--- config.mk ---
export PLATFORM = sky130hd
export DESIGN_NAME = rt_cell
export DESIGN_NICKNAME = d
export VERILOG_FILES = /design/src/rtl/rt_pkg.sv /design/src/rtl/rt_cell.sv
export SDC_FILE = /design/constraint.sdc
export NUM_CORES = 1
export LEC_CHECK = 0
export BUFFER_PORTS_ARGS = -buffer_cell sky130_fd_sc_hd__buf_4
export CORE_MARGIN = 5
export CORE_UTILIZATION = 50
export DETAILED_ROUTE_END_ITERATION = 7
export GPL_ROUTABILITY_DRIVEN = 0
export MAX_ROUTING_LAYER = met4
export PLACE_DENSITY = 0.85
export SLEW_MARGIN = 25
export SYNTH_ARGS = -nofsm -noshare
export SYNTH_HDL_FRONTEND = slang
export SYNTH_SLANG_ARGS = --single-unit
--- constraint.sdc ---
create_clock -name i_clk -period 8.1 [get_ports i_clk]
set_clock_uncertainty 0.15 [all_clocks]
set_input_delay 1.62 -clock i_clk [delete_from_list [all_inputs] [get_ports i_clk]]
set_output_delay 1.62 -clock i_clk [all_outputs]
set_load 0.01 [all_outputs]
--- src/rtl/rt_pkg.sv ---
// ----------------------------------------------------------------------------
// rt_pkg
// Shared constants and types for the rank transform block.
// ----------------------------------------------------------------------------
package rt_pkg;

    localparam int DATA_W        = 32;
    localparam int DEF_MAX_COUNT = 64;

    typedef enum logic [1:0] {
        ST_LOAD,
        ST_DRAIN,
        ST_EMIT
    } t_state;

endpackage : rt_pkg

--- src/rtl/rt_cell.sv ---
// ----------------------------------------------------------------------------
// rt_cell
// One slot of the rank chain. Holds a stored value and its rank, compares a
// passing item against it and stores it if the slot is free, else passes it on.
// ----------------------------------------------------------------------------
module rt_cell
    import rt_pkg::*;
#(
    parameter int RANK_W = 6
) (
    input  logic                     i_clk,
    input  logic                     i_rst_n,
    input  logic                     i_shift,
    // Item traveling down the chain
    input  logic                     i_trav_vld,
    input  logic signed [DATA_W-1:0] i_trav_value,
    input  logic [RANK_W-1:0]        i_trav_below,
    output logic                     o_trav_vld,
    output logic signed [DATA_W-1:0] o_trav_value,
    output logic [RANK_W-1:0]        o_trav_below,
    // Stored contents of the next cell, used while unloading
    input  logic                     i_nxt_occ,
    input  logic signed [DATA_W-1:0] i_nxt_value,
    input  logic [RANK_W-1:0]        i_nxt_rank,
    output logic                     o_occ,
    output logic signed [DATA_W-1:0] o_value,
    output logic [RANK_W-1:0]        o_rank
);

    logic                     r_occ;
    logic signed [DATA_W-1:0] r_value;
    logic [RANK_W-1:0]        r_rank;
    logic                     r_fwd_vld;
    logic signed [DATA_W-1:0] r_fwd_value;
    logic [RANK_W-1:0]        r_fwd_below;

    logic stored_lt;
    logic trav_lt;

    assign stored_lt = r_value < i_trav_value;
    assign trav_lt   = i_trav_value < r_value;

    always_ff @(posedge i_clk) begin
        if (!i_rst_n) begin
            r_occ     <= 1'b0;
            r_fwd_vld <= 1'b0;
        end else if (i_shift) begin
            r_occ     <= i_nxt_occ;
            r_fwd_vld <= 1'b0;
        end else begin
            // An item that finds this slot taken moves on; otherwise it settles here.
            r_fwd_vld <= i_trav_vld && r_occ;
            if (i_trav_vld && !r_occ) begin
                r_occ <= 1'b1;
            end
        end
    end

    always_ff @(posedge i_clk) begin
        if (i_shift) begin
            r_value <= i_nxt_value;
            r_rank  <= i_nxt_rank;
        end else if (i_trav_vld) begin
            if (!r_occ) begin
                r_value <= i_trav_value;
                r_rank  <= i_trav_below;
            end else if (trav_lt) begin
                r_rank <= r_rank + RANK_W'(1);
            end
        end
        r_fwd_value <= i_trav_value;
        r_fwd_below <= i_trav_below + RANK_W'(stored_lt && r_occ);
    end

    assign o_trav_vld   = r_fwd_vld;
    assign o_trav_value = r_fwd_value;
    assign o_trav_below = r_fwd_below;
    assign o_occ        = r_occ;
    assign o_value      = r_value;
    assign o_rank       = r_rank;

endmodule : rt_cell

---- Word level (Yosys, flattened, before mapping) ----
Index checks and enable logic that the tools add are counted.
operators by class
  add/sub/neg operators ................... 2
  multiply operators ...................... 0
  divide/modulo/power cells ............... 0
  $lt $le $gt $ge ......................... 2
  equal/unequal tests ..................... 2
  shifts and indexed selects .............. 0
  mux-type cells .......................... 9
  bitwise gates (word level) .............. 1
  reduce and logical (&&, ||, !) cells .... 9
operators with widths
  kind                                           number
  two-way mux 32 bit                             3
  less-than comparator 32 bit                    2
  two-way mux 6 bit                              4
  adder 6 x 1 -> 6 bit                           1
  adder 6 x 1 -> 6 bit, second input constant    1
  AND reduction 2 bit                            2
  nonzero test 2 bit                             2
  logical AND 1 bit                              3
  != test 3 x 2 -> 1 bit, second input constant  1
  two-way mux 1 bit                              2
  != test 2 bit, second input constant           1
  OR reduction 2 bit                             1
  logical NOT 1 bit                              1
  inverter 1 bit                                 1
word-level totals
  flip-flop bits (word level) ............. 78
  latch bits .............................. 0
  memory bits (writable) .................. 0
  ROM bits ................................ 0
  bits of input ports ..................... 81
  output and inout port bits .............. 78
  logic and storage cells ................. 31
  memories ................................ 0

---- Longest topological paths before layout ----
  depth in word-level cells ............... 5
  mapped depth ............................ 12
  gate-level depth less buffers ........... 12

---- Least setup slack after synthesis ----
OpenSTA, ideal clock, no wires.
  path kind ............................... input to register
  start ................................... input i_trav_value[14]
  end ..................................... register r_fwd_below[4] (netlist: o_trav_below[4])
  data arrival time ....................... 3758 ps
  required time ........................... 7832 ps
  path slack .............................. 4074 ps
  cell stages on the path ................. 11
  buffers on the path ..................... 0
  cells stage by stage .................... ha_1 > a21oi_2 > nand2_1 > a221o_1 > o31a_1 > or3_1 > a21boi_1 > ha_1 > ha_1 > nand3_1 > xnor2_1
between the ends
  cells in the longest elaborated chain, start to end .. 3
RTL lines
  element                      line           text
  start, declared              rt_cell.sv:16  input logic signed [DATA_W-1:0] i_trav_value,
  less-than comparator 32 bit  rt_cell.sv:40  assign stored_lt = r_value < i_trav_value;
  logical AND 1 bit            rt_cell.sv:72  r_fwd_below <= i_trav_below + RANK_W'(stored_lt && r_occ);
  adder 6 x 1 -> 6 bit         rt_cell.sv:72
  end signal, assigned         rt_cell.sv:72
  end, declared                rt_cell.sv:35  logic [RANK_W-1:0] r_fwd_below;
No other way between the ends.
A chain may end at the register's enable or synchronous reset.

---- Worst setup path after layout ----
  start ................................... input i_trav_value[13]
  end ..................................... register r_fwd_below[4] (netlist: o_trav_below[4])
Same word-level chain as after synthesis.

==> reports/qor.txt <==
status: finished clean
Via density: 5.108
Mean Syn Cell Area: 12.04 µm²
first-pass GRT wire length: 14,120 µm
final setup vio count: 0
synthesized area: 3456 µm²
Crit Path Class: in2reg
register area share after synthesis: 56.19%
vias in the first global route: 2,901
Synth Register Bits: 78
initial antenna violation count: 0
pins over their slew limit: 0
Largest delay share family, worst path: compound AO/OA/AOI/OAI gates
Top-Level Pins: 159
Detailed Routing Iterations Pass 1: 4
P_sw: 0.0002435 W
Final Critical Period: 4.077 ns
largest net degree at the start of global routing: 52
die span in y: 93.14 µm
max incr delay on CP: 0.34 ns
DP HPWL: 7169 µm
pwr/cell area: 196.7 nW/µm²
slew margin rel.: 41.74%
Max Root-Sink Buffers: 2
Clk pwr share: 32.1%
final net count: 566
clk_lat worst skew: 0.33 ns
vias: 2,733
TritonCTS Buffers: 9
CTS Sinks: 78
Final ANT Viol Nets: 0
CP Buf/Inv Count: 1
Routed WL: 9005 µm
RSZ-0062 raised after global routing: no
Synth cell types: 34
post-cts resize count: 0
DR DRC count: 0
Die Width: 93.14 µm
ANT cells: 0
CTS root buffer: clkbuf_8
Fill cells: 491
CTS H-tree lvls: 3
Leak Pwr: 2.355 nW
initial core utilization: 51.15%
maximum fanout along the worst path: 3
crit end category: flop
total chip power: 0.0009725 W
Critical Path AT: 4.14 ns
combinational power share: 20.0%
Layout area overhead: 43.05%
hold buffers post-CTS: 0
ratio of cells with drive above 1 in the final layout: 45.27%
CTS tree: yes
port bufs: 158
Hold WC Path Type: reg2reg
crit-path most repeated cell: ha_1
P_int: 0.0007290 W
total gr overflow: 0
Net Sw Frac: 25.04%
CP Cell Sequence: buf_4 -> ha_1 -> nand4_1 -> nor2_1 -> a221o_1 -> o31a_1 -> or3_1 -> a21boi_1 -> ha_1 -> ha_1 -> nand3_1 -> xnor2_1
FP Rows: 30
final worst path period share: 50.33%
syn_nets: 403
Worst-path clk slew: 0.08 ns
postcts setup bufs: 0
number of DRC markers in iteration 0: 106
Fmax: 245.3 MHz
Syn. warnings: 0
die area: 8674 µm²
count of final hold-check violations: 0
CP Launch Type: input pin
WL per Instance: 16.83 µm
Peak VDD IR: 0.1303 mV
Synth Instances: 287
CORE AREA: 6756 µm²
WP data required: 8.17 ns
Setup TNS: 0 ns
worst-margin pin slew: 0.8665 ns
Max stage delay cell, worst path: a221o_1
Global Route Usage Sum: 21.38%
total of max-cap violations: 0
Seq pwr share: 47.9%
## Yosys cell counts
cell type / n / area, µm²
and3_1: 1 / 6.260
nor2b_1: 1 / 6.260
inv_1: 33 / 123.9
or3_1: 1 / 6.260
a21oi_1: 17 / 85.08
a21o_1: 2 / 15.01
xor2_1: 3 / 26.28
ha_1: 35 / 437.9
nor2_1: 10 / 37.54
o21ai_0: 13 / 65.06
clkbuf_1: 7 / 26.28
o211ai_1: 2 / 15.01
o31ai_1: 1 / 7.510
a22oi_1: 1 / 7.510
mux2i_1: 1 / 10.01
o31a_1: 1 / 8.760
dfxtp_1: 40 / 800.8
a221o_1: 1 / 10.01
a31oi_1: 1 / 6.260
mux2_2: 31 / 349.1
nor4_1: 2 / 12.51
nand2b_1: 1 / 6.260
nand2_1: 17 / 63.81
nand3_1: 8 / 40.04
nor3_1: 2 / 10.01
o311a_1: 1 / 10.01
a21boi_1: 1 / 7.510
a21oi_2: 1 / 8.760
xnor2_1: 5 / 43.79
a21boi_0: 1 / 7.510
edfxtp_1: 38 / 1141
nand4_1: 6 / 37.54
a211oi_1: 1 / 7.510
and4_1: 1 / 8.760
## cell families (layout without fill, tap and decap cells)
logic type	after synthesis	in the layout	synth area share, %
flops	78	78	56.19
xor+xnor	8	8	2.028
buf+inv	40	208	4.345
mux	32	32	10.39
compound gates	44	44	7.567
fa+ha+maj	35	35	12.67
simple gates	50	50	6.807
## power groups by stage
stage	Combinational (W)	Clock (W)	Sequential [W]
2_1_floorplan	0.0000737	0	0.000488
3_3_place_gp	0.000187	0	0.000473
3_5_place_dp	0.000194	0	0.000475
4_1_cts	0.000196	0.000318	0.000466
5_1_grt	0.000213	0.000334	0.000470
6_report	0.000194	0.000312	0.000466
## state kept, by name, summed over array words and instances (netlist names)
register,flops
o_trav_value,32
o_value,32
o_trav_vld,1
o_trav_below,6
o_occ,1
o_rank,6
## final cells by class
| class | count | area [µm²] | share of cell area (%) |
|---|---|---|---|
| timing repair buffer | 159 | 1194 | 24.15 |
| inverter | 33 | 123.9 | 2.506 |
| clock buffer | 13 | 180.2 | 3.645 |
| clock inverter | 3 | 40.04 | 0.8099 |
| tap | 80 | 100.1 | 2.025 |
| sequential | 78 | 1942 | 39.28 |
| multi-input combinational | 169 | 1364 | 27.59 |
## cells in the final DEF (no fill, tap or decap), types with 2 or more instances in the layout
cell,netlist,final
nand3_1,8,8
xor2_1,3,3
a21o_1,2,2
a21oi_1,17,17
clkinv_2,0,2
mux2_2,31,31
nor4_1,2,2
nor2_1,10,10
o211ai_1,2,2
dfxtp_1,40,40
inv_1,33,33
nand4_1,6,6
ha_1,35,35
xnor2_1,5,5
nand2_1,17,17
buf_4,0,159
clkbuf_8,0,11
o21ai_0,13,13
nor3_1,2,2
edfxtp_1,38,38
## through the flow
stage | cell area [µm²] | setup slack [ns] | hold slack [ns] | util, % | instances
2_1_floorplan | 3456 | 4.074 | 0.4930 | - | 287
3_3_place_gp | 4723 | 3.821 | 0.4836 | 69.91 | 519
3_5_place_dp | 4723 | 3.720 | 0.5006 | 69.91 | 519
4_1_cts | 4943 | 4.026 | 0.5191 | 73.17 | 535
5_1_grt | 4943 | 3.902 | 0.5518 | 73.17 | 535
6_report | 4943 | 4.023 | 0.5063 | 73.17 | 535
## per-layer routing
| layer | vias up | track usage (%) | routed length, µm | share of wire [%] |
|---|---|---|---|---|
| met5 | - | - | 0 | 0 |
| met4 | 0 | 5.861 | 72 | 0.80 |
| met3 | 6 | 4.586 | 593 | 6.6 |
| met2 | 107 | 38.75 | 4806 | 53 |
| met1 | 1273 | 23.78 | 3533 | 39 |
| li1 | 1347 | - | - | - |
## worst paths after layout
| check | from | cells past startpoint | slack, ns | to |
|---|---|---|---|---|
| worst max-delay path | i_trav_value[13] | 12 | 4.02 | o_trav_below[4]$_DFF_P_ |
| worst min-delay path | o_occ$_SDFFE_PN0P_ | 1 | 0.51 | o_occ$_SDFFE_PN0P_ |
| worst max register to register | o_value[13]$_DFFE_PP_ | 12 | 5.04 | o_trav_below[4]$_DFF_P_ |
| worst min register to register | o_occ$_SDFFE_PN0P_ | 1 | 0.51 | o_occ$_SDFFE_PN0P_ |
Note: power is estimated with default switching activity, not from simulation.
